$ cat config.mk
export PLATFORM = sky130hd
export DESIGN_NAME = event_log_record_deframer
export DESIGN_NICKNAME = d
export VERILOG_FILES = /design/src/rtl/eld_pkg.sv /design/src/rtl/eld_core.sv /design/src/rtl/eld_out_reg.sv /design/src/rtl/event_log_record_deframer.sv
export VERILOG_INCLUDE_DIRS = /design/src /design/src/rtl
export SDC_FILE = /design/constraint.sdc
export NUM_CORES = 1
export LEC_CHECK = 0
export BUFFER_PORTS_ARGS = -buffer_cell sky130_fd_sc_hd__buf_2
export CAP_MARGIN = 25
export CORE_MARGIN = 1.5
export CORE_UTILIZATION = 40
export CTS_BUF_LIST = sky130_fd_sc_hd__clkbuf_8 sky130_fd_sc_hd__clkbuf_16
export DETAILED_ROUTE_END_ITERATION = 10
export PLACE_DENSITY = 0.68
export SLEW_MARGIN = 15
export SYNTH_ARGS = -nofsm -noshare
export SYNTH_HDL_FRONTEND = slang
export SYNTH_SLANG_ARGS = --single-unit
$ cat constraint.sdc
create_clock -name clk -period 12.2 [get_ports clk]
set_input_delay 1.83 -clock clk [delete_from_list [all_inputs] [get_ports clk]]
set_output_delay 1.83 -clock clk [all_outputs]
set_load 0.02 [all_outputs]
$ cat src/rtl/assert_macros.svh
// Assertion macros shared by the deframer modules.
// Needs a clock named clk and an active-low reset named rst_n in the using scope.
`ifndef ASSERT_MACROS_SVH
`define ASSERT_MACROS_SVH
`ifndef SYNTHESIS
// Same-cycle implication, checked at every rising edge outside reset.
`define ELD_ASSERT_IMPL(label, ante, cons) \
    label: assert property (@(posedge clk) disable iff (!rst_n) (ante) |-> (cons)) \
        else $error("deframer assertion failed");
// Next-cycle implication, checked at every rising edge outside reset.
`define ELD_ASSERT_NEXT(label, ante, cons) \
    label: assert property (@(posedge clk) disable iff (!rst_n) (ante) |=> (cons)) \
        else $error("deframer assertion failed");
`else
`define ELD_ASSERT_IMPL(label, ante, cons)
`define ELD_ASSERT_NEXT(label, ante, cons)
`endif
`endif

$ cat src/rtl/eld_pkg.sv
// Types and constants for the event log record deframer.
// Used by every module of the block; depends on nothing else.
package eld_pkg;

    // Sync word that opens every record, and header geometry.
    localparam logic [31:0] SYNC_WORD      = 32'hEDA1DA01;
    localparam logic [4:0]  HDR_LAST_BYTE  = 5'd23;
    localparam logic [4:0]  HDR_TIME_START = 5'd8;
    localparam logic [4:0]  HDR_CLEN_START = 5'd16;
    localparam logic [4:0]  HDR_DLEN_START = 5'd20;

    // Parser phase, one-hot.
    typedef enum logic [3:0] {
        PH_HUNT    = 4'b0001,
        PH_HEADER  = 4'b0010,
        PH_CHANNEL = 4'b0100,
        PH_DATA    = 4'b1000
    } eld_phase_t;

    // Kind of result word.
    typedef enum logic [1:0] {
        KIND_HEADER  = 2'd0,
        KIND_CHANNEL = 2'd1,
        KIND_PAYLOAD = 2'd2,
        KIND_TRUNC   = 2'd3
    } eld_kind_t;

    // One input word of the log stream.
    typedef struct packed {
        logic [7:0] byte_value;
        logic       stream_end;
    } eld_in_t;

    // One result word.
    typedef struct packed {
        eld_kind_t          result_kind;
        logic signed [63:0] event_number;
        logic signed [63:0] time_stamp;
        logic [31:0]        channel_length;
        logic [31:0]        data_length;
        logic [7:0]         byte_out;
        logic               last_of_section;
        logic               last_of_event;
    } eld_out_t;

    // Parser outcome for the word in the input register.
    typedef struct packed {
        logic     valid;
        eld_out_t word;
    } eld_step_t;

endpackage

$ cat src/rtl/eld_core.sv
// Deframer state machine: sync hunt, header capture and byte pass-through.
// Depends on eld_pkg and assert_macros.svh.
`include "assert_macros.svh"

module eld_core (
    input  logic               clk,
    input  logic               rst_n,
    input  logic               step,
    input  eld_pkg::eld_in_t   word,
    output eld_pkg::eld_step_t outcome
);

    eld_pkg::eld_phase_t phase_reg, phase_next;
    logic [31:0]         sync_window_reg, sync_window_next;
    logic [4:0]          hdr_cnt_reg, hdr_cnt_next;
    logic [63:0]         event_num_reg, event_num_next;
    logic [63:0]         time_reg, time_next;
    logic [31:0]         chan_len_reg, chan_len_next;
    logic [31:0]         data_len_reg, data_len_next;
    logic [31:0]         remaining_reg, remaining_next;

    // Next state and result for the current word. The result is always
    // computed; the state only moves when the word is consumed.
    always_comb
    begin
        logic [31:0] window;
        logic        last;
        phase_next       = phase_reg;
        sync_window_next = sync_window_reg;
        hdr_cnt_next     = hdr_cnt_reg;
        event_num_next   = event_num_reg;
        time_next        = time_reg;
        chan_len_next    = chan_len_reg;
        data_len_next    = data_len_reg;
        remaining_next   = remaining_reg;
        outcome          = '0;
        window           = {sync_window_reg[23:0], word.byte_value};
        last             = (remaining_reg <= 32'd1);

        if (word.stream_end)
        begin
            // End of stream: a record in progress is reported as truncated.
            if (phase_reg != eld_pkg::PH_HUNT)
            begin
                outcome.valid              = 1'b1;
                outcome.word.result_kind   = eld_pkg::KIND_TRUNC;
                outcome.word.last_of_event = 1'b1;
            end
            phase_next       = eld_pkg::PH_HUNT;
            sync_window_next = '0;
            hdr_cnt_next     = '0;
            remaining_next   = '0;
        end
        else
        begin
            unique case (phase_reg)
                eld_pkg::PH_HUNT:
                begin
                    // Slide the window; a match starts a fresh header.
                    if (window == eld_pkg::SYNC_WORD)
                    begin
                        sync_window_next = '0;
                        phase_next       = eld_pkg::PH_HEADER;
                        hdr_cnt_next     = '0;
                    end
                    else
                    begin
                        sync_window_next = window;
                    end
                end
                eld_pkg::PH_HEADER:
                begin
                    // Shift the byte into the field that the count selects.
                    if (hdr_cnt_reg < eld_pkg::HDR_TIME_START)
                        event_num_next = {event_num_reg[55:0], word.byte_value};
                    else if (hdr_cnt_reg < eld_pkg::HDR_CLEN_START)
                        time_next = {time_reg[55:0], word.byte_value};
                    else if (hdr_cnt_reg < eld_pkg::HDR_DLEN_START)
                        chan_len_next = {chan_len_reg[23:0], word.byte_value};
                    else
                        data_len_next = {data_len_reg[23:0], word.byte_value};

                    if (hdr_cnt_reg == eld_pkg::HDR_LAST_BYTE)
                    begin
                        hdr_cnt_next             = '0;
                        outcome.valid            = 1'b1;
                        outcome.word.result_kind = eld_pkg::KIND_HEADER;
                        if (chan_len_next != '0)
                        begin
                            phase_next     = eld_pkg::PH_CHANNEL;
                            remaining_next = chan_len_next;
                        end
                        else if (data_len_next != '0)
                        begin
                            phase_next     = eld_pkg::PH_DATA;
                            remaining_next = data_len_next;
                        end
                        else
                        begin
                            // Both sections empty: the header ends the record.
                            outcome.word.last_of_event = 1'b1;
                            phase_next                 = eld_pkg::PH_HUNT;
                            sync_window_next           = '0;
                            remaining_next             = '0;
                        end
                    end
                    else
                    begin
                        hdr_cnt_next = hdr_cnt_reg + 5'd1;
                    end
                end
                eld_pkg::PH_CHANNEL:
                begin
                    // Channel-name byte; an empty payload ends the record here.
                    outcome.valid                = 1'b1;
                    outcome.word.result_kind     = eld_pkg::KIND_CHANNEL;
                    outcome.word.byte_out        = word.byte_value;
                    outcome.word.last_of_section = last;
                    outcome.word.last_of_event   = last && (data_len_reg == '0);
                    if (!last)
                    begin
                        remaining_next = remaining_reg - 32'd1;
                    end
                    else if (data_len_reg != '0)
                    begin
                        phase_next     = eld_pkg::PH_DATA;
                        remaining_next = data_len_reg;
                    end
                    else
                    begin
                        phase_next       = eld_pkg::PH_HUNT;
                        sync_window_next = '0;
                        hdr_cnt_next     = '0;
                        remaining_next   = '0;
                    end
                end
                eld_pkg::PH_DATA:
                begin
                    // Payload byte; the final one closes the record.
                    outcome.valid                = 1'b1;
                    outcome.word.result_kind     = eld_pkg::KIND_PAYLOAD;
                    outcome.word.byte_out        = word.byte_value;
                    outcome.word.last_of_section = last;
                    outcome.word.last_of_event   = last;
                    if (!last)
                    begin
                        remaining_next = remaining_reg - 32'd1;
                    end
                    else
                    begin
                        phase_next       = eld_pkg::PH_HUNT;
                        sync_window_next = '0;
                        hdr_cnt_next     = '0;
                        remaining_next   = '0;
                    end
                end
                default:
                begin
                    phase_next       = eld_pkg::PH_HUNT;
                    sync_window_next = '0;
                    hdr_cnt_next     = '0;
                    remaining_next   = '0;
                end
            endcase
        end

        // Header, channel and payload words carry the held header fields.
        if (outcome.word.result_kind != eld_pkg::KIND_TRUNC)
        begin
            outcome.word.event_number   = event_num_next;
            outcome.word.time_stamp     = time_next;
            outcome.word.channel_length = chan_len_next;
            outcome.word.data_length    = data_len_next;
        end
    end

    // State registers advance only on a consumed word.
    always_ff @(posedge clk or negedge rst_n)
    begin
        if (!rst_n)
        begin
            phase_reg       <= eld_pkg::PH_HUNT;
            sync_window_reg <= '0;
            hdr_cnt_reg     <= '0;
            event_num_reg   <= '0;
            time_reg        <= '0;
            chan_len_reg    <= '0;
            data_len_reg    <= '0;
            remaining_reg   <= '0;
        end
        else if (step)
        begin
            phase_reg       <= phase_next;
            sync_window_reg <= sync_window_next;
            hdr_cnt_reg     <= hdr_cnt_next;
            event_num_reg   <= event_num_next;
            time_reg        <= time_next;
            chan_len_reg    <= chan_len_next;
            data_len_reg    <= data_len_next;
            remaining_reg   <= remaining_next;
        end
    end

    // The header count only moves while a header is being collected.
    `ELD_ASSERT_IMPL(a_hdr_cnt_phase, hdr_cnt_reg != '0, phase_reg == eld_pkg::PH_HEADER)
    // The sync window is only filled while hunting.
    `ELD_ASSERT_IMPL(a_window_phase, sync_window_reg != '0, phase_reg == eld_pkg::PH_HUNT)
    // A byte section in progress always has bytes left to pass.
    `ELD_ASSERT_IMPL(a_remaining_phase, 1'b1,
        (phase_reg == eld_pkg::PH_CHANNEL || phase_reg == eld_pkg::PH_DATA)
        == (remaining_reg != '0))

endmodule

$ cat src/rtl/eld_out_reg.sv
// Result register of the deframer, holding one word until the consumer takes it.
// Depends on eld_pkg and assert_macros.svh.
`include "assert_macros.svh"

module eld_out_reg (
    input  logic               clk,
    input  logic               rst_n,
    input  logic               load,
    input  eld_pkg::eld_step_t outcome,
    input  logic               stall,
    output logic               ready,
    output logic               valid,
    output eld_pkg::eld_out_t  word
);

    logic              valid_reg;
    eld_pkg::eld_out_t word_reg;
    logic              take;

    // The register can take a new word when empty or being drained.
    assign ready = !valid_reg || !stall;
    assign take  = load && outcome.valid;
    assign valid = valid_reg;
    assign word  = word_reg;

    // Valid flag: set on a new result, cleared once the word is taken.
    always_ff @(posedge clk or negedge rst_n)
    begin
        if (!rst_n)
            valid_reg <= 1'b0;
        else if (take)
            valid_reg <= 1'b1;
        else if (ready)
            valid_reg <= 1'b0;
    end

    // Result word storage.
    always_ff @(posedge clk)
    begin
        if (take)
            word_reg <= outcome.word;
    end

    // A loaded result is always presented in the following cycle.
    `ELD_ASSERT_NEXT(a_load_shows, take, valid_reg)

endmodule

$ cat src/rtl/event_log_record_deframer.sv
// Event log record deframer: an accepted word reaches its result word through the input register, then
// the result register; throughput is one word per clock while the result side does not stall.
// Words that give no result pass the input register even while the result side stalls.
// Reset (rst_n, asynchronous, active low) empties both registers and restarts the sync hunt.
// Depends on eld_pkg, eld_core and eld_out_reg.
module event_log_record_deframer (
    input  logic              clk,
    input  logic              rst_n,
    input  logic              log_valid,
    output logic              log_stall,
    input  eld_pkg::eld_in_t  log_word,
    output logic              res_valid,
    input  logic              res_stall,
    output eld_pkg::eld_out_t res_word
);

    logic               in_valid_reg;
    eld_pkg::eld_in_t   in_word_reg;
    eld_pkg::eld_step_t outcome;
    logic               out_ready;
    logic               go;
    logic               accept;

    // The held word moves on when its result, if any, has room.
    assign go        = in_valid_reg && (out_ready || !outcome.valid);
    assign log_stall = in_valid_reg && !go;
    assign accept    = log_valid && !log_stall;

    // Input register.
    always_ff @(posedge clk or negedge rst_n)
    begin
        if (!rst_n)
            in_valid_reg <= 1'b0;
        else if (accept)
            in_valid_reg <= 1'b1;
        else if (go)
            in_valid_reg <= 1'b0;
    end

    always_ff @(posedge clk)
    begin
        if (accept)
            in_word_reg <= log_word;
    end

    // Parser.
    eld_core u_core (
        .clk     (clk),
        .rst_n   (rst_n),
        .step    (go),
        .word    (in_word_reg),
        .outcome (outcome)
    );

    // Result register.
    eld_out_reg u_out (
        .clk     (clk),
        .rst_n   (rst_n),
        .load    (go),
        .outcome (outcome),
        .stall   (res_stall),
        .ready   (out_ready),
        .valid   (res_valid),
        .word    (res_word)
    );

endmodule
==> results of run 1 <==
cells in the final DEF (no fill, tap or decap), types with 11 or more instances in the layout:
cell type / n
clkinv_1: 11
nor4_1: 29
nand2_1: 516
nor2_1: 49
mux2i_1: 24
a21oi_1: 234
buf_2: 217
nor3_1: 22
inv_1: 19
clkbuf_16: 55
dfrtp_1: 258
a221oi_1: 15
edfxtp_1: 213
o21ai_1: 38
xnor2_1: 14
buf_4: 34
mux2_1: 191
o21ai_0: 24
per-stage QoR:
step	total power, mW	cell area, um^2
floorplan	2.56	21500
global placement	2.81	23200
detailed placement	2.83	23300
CTS	4.38	25000
global route	4.53	25000
finish	4.35	25000
layer usage:
metal,wire length [um],vias to the layer above
li1,-,7364
met1,25700,7985
met2,29800,620
met3,3740,165
met4,2640,2
met5,12,-
area by class of cell:
class / count / area share [%]
clock buffer: 56 / 5.56
sequential: 472 / 51.5
tap: 688 / 3.44
antenna: 2 / 0.0200
multi-input combinational: 1346 / 32.3
clock inverter: 42 / 1.15
timing repair buffer: 257 / 5.91
inverter: 9 / 0.135
final timing paths:
| check | from | end | slack [ps] |
|---|---|---|---|
| setup / recovery | u_core.phase_reg[1] | log_stall | 6980 |
| hold / removal | u_core.sync_window_reg[19] | u_core.sync_window_reg[19] | 490 |
| setup reg to reg | u_core.phase_reg[0] | u_out.word[142] | 7010 |
| hold reg to reg | u_core.sync_window_reg[19] | u_core.sync_window_reg[19] | 490 |
| max in group asynchronous | rst_n | u_core.chan_len_reg[4] | 9490 |
| min in group asynchronous | rst_n | u_core.chan_len_reg[14] | 1220 |
power groups by stage:
stage,combinational (mW),sequential [mW],clock (mW)
2_1_floorplan,0.501,2.06,0
6_report,0.885,1.93,1.54
4_1_cts,0.874,1.93,1.58
3_5_place_dp,0.870,1.96,0
5_1_grt,0.947,1.94,1.64
3_3_place_gp,0.859,1.95,0
tightest hold or removal path: stages, from the launching register on:
cell     delay [ps]
dfrtp_1         340
nand2_1          50
o21ai_1          60
cells by family (layout without fill, tap and decap cells):
group / after synthesis / count (layout)
buffers and inverters: 153 / 364
other: 0 / 2
multiplexers: 215 / 215
adder cells (fa/ha/maj): 3 / 3
AND/OR/NAND/NOR: 711 / 711
AO/OA/AOI/OAI: 395 / 395
XOR/XNOR: 22 / 22
flip-flops: 472 / 472
==> out/qor.yml, run 1 <==
outcome:
  outcome: "complete, no violations"
sta:
  post-route-period-util_pct: 42.8
  setup_viol: 0
  finalClockSkew_ps: 16.2
  maxSlewViolCount: 0
  hold_violations: 0
  relSlewSlack_pct: 27.1
  tns_ps: 0
  setup_ws_ps: 6980
  fmax_mhz: 192
  min_period_ps: 5220
  rsz0062_at_grt: "no"
  tightest_slew_ps: 1090
  whs_ps: 488
synthesis:
  yosys.area.top_type_share_pct: 30.0
  syn-num-nets: 1987
  mappedNetlistArea_mm2: 0.0215
  syn_avg_cell_area_um2: 10.9
  synth-seq-area-share_pct: 59.8
  ys.flop_type: "dfrtp_1"
  ys_warn_count: 0
  synthTopCellsByArea: "dfrtp_1 30%, edfxtp_1 30%, mux2_1 10%"
  synth-compound-area-share_pct: 10.8
  netlist_instances: 1971
  muxShareOfSynthArea_pct: 11.1
  synthSimpleGateAreaFrac_pct: 14.4
  ys_ff_latch: 472
  async_flop_share_pct: 54.9
  ys_types: 79
  synth_edf_count: 213
  yosysMostFrequentCell: "nand2_1"
  synth_top_area_cell: "dfrtp_1"
  synth_adder_area_share_pct: 0.174
  ys_top_cells_by_count: "517 x nand2_1, 258 x dfrtp_1, 234 x a21oi_1, 213 x edfxtp_1, 191 x mux2_1"
  synth_top_family_by_area: "simple AND/OR/NAND/NOR gates"
  synthXorXnorAreaFrac_pct: 0.895
critical_path:
  worst_path_most_repeated_cell: "nor2_1"
  crit_slowest_cell: "dfrtp_1"
  worstPathMaxFanout: 29
  criticalPathCategory: "flip-flop to output port"
  crit_family: "simple AND/OR/NAND/NOR gates"
  crit_cells: 8
  max_stage_delay_ps: 610
  cp.arrival_ps: 3390
  cp.buffers_inverters: 3
  path_cells: "or4b_1, buf_4, nor2_1, a211oi_1, nor2_1, nand2_1, inv_1, buf_2"
  startpoint_type: "flip-flop"
  cp-end-kind: "output port"
  reg2reg_depth: 9
  cp.required_ps: 10370
die:
  die_area_mm2: 0.0552
  io_pins: 219
  row_count: 84
  die_h_um: 235
  core_area_mm2: 0.0529
  initial_core_util_pct: 40.7
  die_w_um: 235
flow_run:
  cap_violations: 0
cells_and_area:
  nets: 2154
  largest_reg_flops: 204
  final-instance-count-excl-fill: 2872
  ff_latch_area_mm2: 0.0129
  fillers: 4802
  multi_input_area_mm2: 0.00807
  drive_gt1_share_pct: 16.5
  postLayoutCoreUtil_pct: 47.3
  area_delta_synth_final_pct: 16.2
worst_hold_path:
  hold_depth: 2
  worst_hold_path_type: "flip-flop to flip-flop"
drt:
  post_drt_wl_per_cell_um: 21.6
  drt-total-wl_mm: 61.9
  via_count: 16100
  first_iter_violations: 1728
  dr.pass1.iters: 6
  drc: 0
  ant_nets: 0
  via_per_inst: 5.62
clock_network:
  clock_sinks: 472
  cts_tree: "yes"
  post_cts_resized: 0
  h-tree-depth: 2
  cts_max_path_buffers: 3
  clock_latency_ps: 590
  cts_hold_buf: 0
  cts_root_buffer: "clkbuf_16"
  numCtsBuffers: 52
  cts_setup_buffers: 0
  clk_pin_slew_ps: 70
place:
  io_buffers: 218
  dp_cells: 2771
  pre_cts_ws_ps: 6760
  dpl.hpwl_mm: 40.4
  place.gp.congestion: 0.960
power:
  p_sw_share_pct: 31.7
  comb_power_share_pct: 20.3
  power_leakage_nw: 10.7
  switching_power_mw: 1.38
  power_frac_seq_pct: 44.3
  ir_drop_mv: 0.0951
  clkPwrFrac_pct: 35.4
  power.internal_mw: 2.98
  p_per_area_mw_per_mm2: 174
global_route:
  antenna_found_initial: 1
  grt_pass1_vias: 15700
  grtUsageMet1_pct: 28.4
  grt_max_degree: 113
  grt_overflow: 0
  grt_use_met3_pct: 4.34
  grtUsageMet2_pct: 36.3
  grt_pass1_wl_mm: 94.9
  grt_usage_pct: 22.1
  top_usage_layer: "met2"
Note: power is estimated with default switching activity, not from simulation.
==> run 2: changes to the inputs <==
--- a/config.mk
+++ b/config.mk
@@ -12,7 +12,7 @@
 export CORE_UTILIZATION = 40
 export CTS_BUF_LIST = sky130_fd_sc_hd__clkbuf_8 sky130_fd_sc_hd__clkbuf_16
 export DETAILED_ROUTE_END_ITERATION = 10
-export PLACE_DENSITY = 0.68
+export PLACE_DENSITY = 0.66
 export SLEW_MARGIN = 15
 export SYNTH_ARGS = -nofsm -noshare
 export SYNTH_HDL_FRONTEND = slang
==> constraint.sdc (replaced) <==
create_clock -name clk -period 4.95 [get_ports clk]
set_input_delay 0.7425 -clock clk [delete_from_list [all_inputs] [get_ports clk]]
set_output_delay 0.7425 -clock clk [all_outputs]
set_load 0.02 [all_outputs]
==> out/qor.yml, run 2 (same netlist as run 1, synthesis figures left out) <==
outcome:
  outcome: "complete, no violations"  # unchanged
sta:
  tightest_slew_ps: 983  # was 1090 ps
  setup_viol: 0  # unchanged
  maxSlewViolCount: 0  # unchanged
  fmax_mhz: 270
  relSlewSlack_pct: 34.3  # was 27.1%
  whs_ps: 209  # was 488 ps
  rsz0062_at_grt: "no"  # unchanged
  hold_violations: 0  # unchanged
  min_period_ps: 3710
  finalClockSkew_ps: 19.6  # was 16.2 ps
  post-route-period-util_pct: 74.9
clock_network:
  post_cts_resized: 0  # unchanged
  cts_setup_buffers: 0  # unchanged
  h-tree-depth: 2  # unchanged
  cts_hold_buf: 0  # unchanged
  numCtsBuffers: 49  # was 52
  cts_root_buffer: "clkbuf_16"  # unchanged
  clock_latency_ps: 600  # was 590 ps
  clk_pin_slew_ps: 60  # was 70 ps
  cts_max_path_buffers: 3  # unchanged
  clock_sinks: 472  # unchanged
  cts_tree: "yes"  # unchanged
die:
  row_count: 84  # unchanged
  initial_core_util_pct: 40.7  # unchanged
  core_area_mm2: 0.0529  # unchanged
  io_pins: 219  # unchanged
  die_w_um: 235  # unchanged
  die_area_mm2: 0.0552  # unchanged
  die_h_um: 235  # unchanged
cells_and_area:
  area_delta_synth_final_pct: 16.7  # was 16.2%
  largest_reg_flops: 204  # unchanged
  layout_commonest_cell: "nand2_1"  # unchanged
  ff_latch_area_mm2: 0.0129  # unchanged
  nets: 2167  # was 2154
  postLayoutCoreUtil_pct: 47.5  # was 47.3%
  drive_gt1_share_pct: 17.0  # was 16.5%
  diodes: 0  # was 2
  final-instance-count-excl-fill: 2879  # was 2872
  layout_common_cells: "516 x nand2_1, 258 x dfrtp_1, 234 x a21oi_1"  # unchanged
  multi_input_area_mm2: 0.00808  # was 0.00807 mm^2
  fillers: 4756  # was 4802
power:
  comb_power_share_pct: 20.3  # about the same
  clkPwrFrac_pct: 35.7  # was 35.4%
  power_leakage_nw: 10.8  # was 10.7 nW
  p_sw_share_pct: 31.2  # was 31.7%
  switching_power_mw: 3.36  # was 1.38 mW
  power.internal_mw: 7.41  # was 2.98 mW
  power_frac_seq_pct: 44.0  # was 44.3%
  ir_drop_mv: 0.239  # was 0.0951 mV
  power_mw: 10.8  # was 4.35 mW
  p_per_area_mw_per_mm2: 428  # was 174 mW/mm^2
drt:
  via_per_inst: 5.63  # was 5.62
  dr.pass1.iters: 5  # was 6
  drt-total-wl_mm: 61.4  # was 61.9 mm
  first_iter_violations: 1564  # was 1728
  drc: 0  # unchanged
  via_count: 16200  # was 16100
  post_drt_wl_per_cell_um: 21.3  # was 21.6 um
  ant_nets: 0  # unchanged
critical_path:
  worstPathMaxFanout: 51  # was 29
  criticalPathCategory: "flip-flop to output port"  # unchanged
  worst_r2r_endpoint: "u_core.remaining_reg[3]"  # was u_out.word[142]
  startpoint_type: "flip-flop"  # unchanged
  cp-end-kind: "output port"  # unchanged
  cp.arrival_ps: 2970  # was 3390 ps
  cp.required_ps: 4210  # was 10370 ps
  r2r_start: "u_core.phase_reg[0]"  # unchanged
  crit_start: "u_core.phase_reg[0]"  # was u_core.phase_reg[1]
  reg2reg_depth: 8  # was 9
  regToRegSetupSlack_ps: 1410  # was 7010 ps
global_route:
  antenna_found_initial: 3  # was 1
  grt_max_degree: 110  # was 113
  grt_usage_pct: 21.7  # was 22.1%
  grt_pass1_wl_mm: 93.1  # was 94.9 mm
  grt_overflow: 0  # unchanged
  grt_pass1_vias: 15300  # was 15700
place:
  io_buffers: 218  # unchanged
  dpl.hpwl_mm: 40.3  # was 40.4 mm
  dp_cells: 2784  # was 2771
  place.gp.congestion: 0.943  # was 0.960
worst_hold_path:
  worst_hold_path_type: "input port to async pin"  # was flip-flop to flip-flop
flow_run:
  cap_violations: 0  # unchanged
==> run 2: worst max-delay path by stage <==
stage,end,cells past startpoint
after CTS,log_stall,7
after global placement,u_core.remaining_reg[15],7
after detailed placement,u_core.hdr_cnt_reg[0],7
after floorplan,u_out.word[0],8
final,log_stall,7
after global routing,log_stall,7
==> run 2: layout make-up <==
cell class	count	share of cell area (%)
Multi-Input combinational cell	1346	32.2
Clock inverter	36	1.43
Sequential cell	472	51.3
Tap cell	688	3.43
Inverter	9	0.134
Timing Repair Buffer	273	6.32
Clock buffer	55	5.25
==> run 2: through the flow <==
step / worst slack, ps / area [um^2] / setup TNS [ps]
6_report: 1240 / 25100 / 0
2_1_floorplan: -411 / 21600 / -83980
5_1_grt: 1040 / 25100 / 0
3_3_place_gp: 1280 / 23400 / 0
4_1_cts: 1220 / 25100 / 0
3_5_place_dp: 1350 / 23400 / 0
==> run 2: critical path, stage by stage (launching register included) <==
cell	delay, ps
dfstp_2	660
or4b_4	510
and2_4	340
a211oi_4	310
nor2_1	100
nand2_1	220
inv_1	60
buf_2	160
==> run 2: metal layers <==
metal | global-route usage (%) | share of wire [%]
met5 | 0 | 0.057
met4 | 7.60 | 3.2
met3 | 4.89 | 7.7
met2 | 33.3 | 46
met1 | 30.2 | 43
==> run 2: power groups by stage <==
stage               Combinational (mW)  Sequential [mW]  Clock (mW)
detailed placement                2.16             4.81           0
floorplan                         1.25             4.99           0
global route                      2.35             4.77        4.07
CTS                               2.18             4.73        3.91
finish                            2.19             4.73        3.84
global placement                  2.15             4.80           0
==> run 3: changes to the inputs <==
--- a/config.mk
+++ b/config.mk
@@ -12,7 +12,7 @@
 export CORE_UTILIZATION = 40
 export CTS_BUF_LIST = sky130_fd_sc_hd__clkbuf_8 sky130_fd_sc_hd__clkbuf_16
 export DETAILED_ROUTE_END_ITERATION = 10
-export PLACE_DENSITY = 0.66
+export PLACE_DENSITY = 0.68
 export SLEW_MARGIN = 15
 export SYNTH_ARGS = -nofsm -noshare
 export SYNTH_HDL_FRONTEND = slang
==> constraint.sdc (replaced) <==
create_clock -name clk -period 3 [get_ports clk]
set_input_delay 0.45 -clock clk [delete_from_list [all_inputs] [get_ports clk]]
set_output_delay 0.45 -clock clk [all_outputs]
set_load 0.02 [all_outputs]
==> out/qor.yml, run 3 (same netlist as run 1, synthesis figures left out) <==
outcome:
  outcome: "complete, no violations"  # unchanged
power:
  power_leakage_nw: 11.3  # was 10.8 nW
  power_mw: 17.9  # was 10.8 mW
  ir_drop_mv: 0.460  # was 0.239 mV
  p_per_area_mw_per_mm2: 689  # was 428 mW/mm^2
sta:
  fmax_mhz: 342
  rsz0062_at_grt: "no"  # unchanged
  post-route-period-util_pct: 97.5
  relSlewSlack_pct: 27.1  # was 34.3%
  tightest_slew_ps: 1090  # was 983 ps
  hold_violations: 0  # unchanged
  setup_ws_ps: 75.8  # was 1240 ps
  finalClockSkew_ps: 32.3  # was 19.6 ps
  tns_ps: 0  # unchanged
  min_period_ps: 2920
  setup_viol: 0  # unchanged
  maxSlewViolCount: 0  # unchanged
  whs_ps: 39.7  # was 209 ps
critical_path:
  crit_start: "u_core.remaining_reg[7]"  # was u_core.phase_reg[0]
  worst_r2r_endpoint: "u_core.remaining_reg[20]"  # was u_core.remaining_reg[3]
  cp-end-kind: "flip-flop"  # was output port
  regToRegSetupSlack_ps: 80  # was 1410 ps
  cp.arrival_ps: 3400  # was 2970 ps
  criticalPathCategory: "flip-flop to flip-flop"  # was flip-flop to output port
  cp.required_ps: 3470  # was 4210 ps
  worstPathMaxFanout: 8  # was 51
  r2r_start: "u_core.remaining_reg[7]"  # was u_core.phase_reg[0]
  endpoint: "u_core.remaining_reg[20]"  # was log_stall
  startpoint_type: "flip-flop"  # unchanged
  reg2reg_depth: 7  # was 8
cells_and_area:
  final-instance-count-excl-fill: 2961  # was 2879
  multi_input_area_mm2: 0.00813  # was 0.00808 mm^2
  largest_reg_flops: 204  # unchanged
  layout_common_cells: "515 x nand2_1, 258 x dfrtp_1, 234 x a21oi_1"  # was 516 x nand2_1, 258 x dfrtp_1, 234 x a21oi_1
  stdcell_area_mm2: 0.0259  # was 0.0251 mm^2
  ff_latch_area_mm2: 0.0129  # unchanged
  nets: 2247  # was 2167
  diodes: 0  # unchanged
  area_delta_synth_final_pct: 20.5  # was 16.7%
  fillers: 4731  # was 4756
  layout_commonest_cell: "nand2_1"  # unchanged
  postLayoutCoreUtil_pct: 49.1  # was 47.5%
  drive_gt1_share_pct: 20.4  # was 17.0%
global_route:
  grt_use_met3_pct: 4.92  # was 4.89%
  top_usage_layer: "met2"  # unchanged
  grt_pass1_vias: 15800  # was 15300
  grt_usage_pct: 21.8  # was 21.7%
  grtUsageMet1_pct: 29.2  # was 30.2%
  grtUsageMet2_pct: 34.4  # was 33.3%
  grt_pass1_wl_mm: 93.7  # was 93.1 mm
  grt_max_degree: 186  # was 110
  grt_overflow: 0  # unchanged
  antenna_found_initial: 1  # was 3
clock_network:
  cts_max_path_buffers: 3  # unchanged
  cts_tree: "yes"  # unchanged
  clock_latency_ps: 620  # was 600 ps
  cts_root_buffer: "clkbuf_16"  # unchanged
  clock_sinks: 472  # unchanged
  h-tree-depth: 2  # unchanged
  clk_pin_slew_ps: 60  # about the same
  numCtsBuffers: 50  # was 49
drt:
  ant_nets: 0  # unchanged
  via_count: 16400  # was 16200
  first_iter_violations: 1702  # was 1564
  drc: 0  # unchanged
  drt-total-wl_mm: 61.1  # was 61.4 mm
  dr.pass1.iters: 5  # unchanged
  via_per_inst: 5.55  # was 5.63
  post_drt_wl_per_cell_um: 20.6  # was 21.3 um
die:
  io_pins: 219  # unchanged
  core_area_mm2: 0.0529  # unchanged
  die_area_mm2: 0.0552  # unchanged
  die_h_um: 235  # unchanged
  row_count: 84  # unchanged
  initial_core_util_pct: 40.7  # unchanged
  die_w_um: 235  # unchanged
place:
  place.gp.congestion: 0.960  # was 0.943
  pre_cts_ws_ps: -93.1  # was 1350 ps
  dp_cells: 2865  # was 2784
  io_buffers: 218  # unchanged
  postPlaceCellArea_mm2: 0.0242  # was 0.0234 mm^2
  dpl.hpwl_mm: 41.5  # was 40.3 mm
worst_hold_path:
  hp-start: "log_word[4]"
  worst_hold_path_type: "input port to flip-flop"  # was input port to async pin
flow_run:
  cap_violations: 0  # unchanged
## run 3: changes by cell type in the layout (fill, tap and decap cells not counted), sizes merged
cell,delta
bufinv,-2
clkinv,+9
clkinvlp,+2
inv,-3
clkbuf,-4
dlygate4sd3,+2
buf,+78
## run 3: repair_timing
item,CTS,global route
setup buffers,0,0
gates resized for setup,5,5
hold buffers,2,0
hold endpoints to repair,62,0
endpoints found under the setup margin,11,4
pin swaps,0,1
## run 3: critical path, cell delays in order, from the launching register on
cell and delay [ps]:
dfrtp_1 410, or4_1 700, or4b_1 590, buf_12 170, nor4b_1 430, xor2_1 140
a22oi_1 200, o221ai_1 150
## run 3: routing by layer
metal  wire length (um)  part of all wire [%]  vias to the layer above
li1                   -                     -                     7550
met1              25700                    42                     8106
met2              28800                    47                      620
met3               4480                   7.3                      148
met4               2210                   3.6                        2
met5                 15                 0.025                        -
## run 3: how the worst min path moves through the flow
stage	to	cells past startpoint
2_1_floorplan	in_valid_reg	0
3_3_place_gp	u_core.data_len_reg[17]	1
3_5_place_dp	u_core.data_len_reg[17]	1
4_1_cts	in_word_reg[2]	1
5_1_grt	in_word_reg[4]	1
6_report	in_word_reg[4]	1
## run 3: final cells by class
cell class | count | share of cell area, %
clock inverters | 42 | 1.50
repair buffers | 352 | 9.15
inverters | 9 | 0.130
multi-input cells | 1346 | 31.3
well taps | 688 | 3.32
clock buffers | 52 | 4.93
flip-flops and latches | 472 | 49.6
## run 3: power by group
part           switching, mW  internal, mW
Combinational           2.61          1.32
Clock                   2.69          3.48
Sequential             0.327          7.44
Total                   5.63          12.2
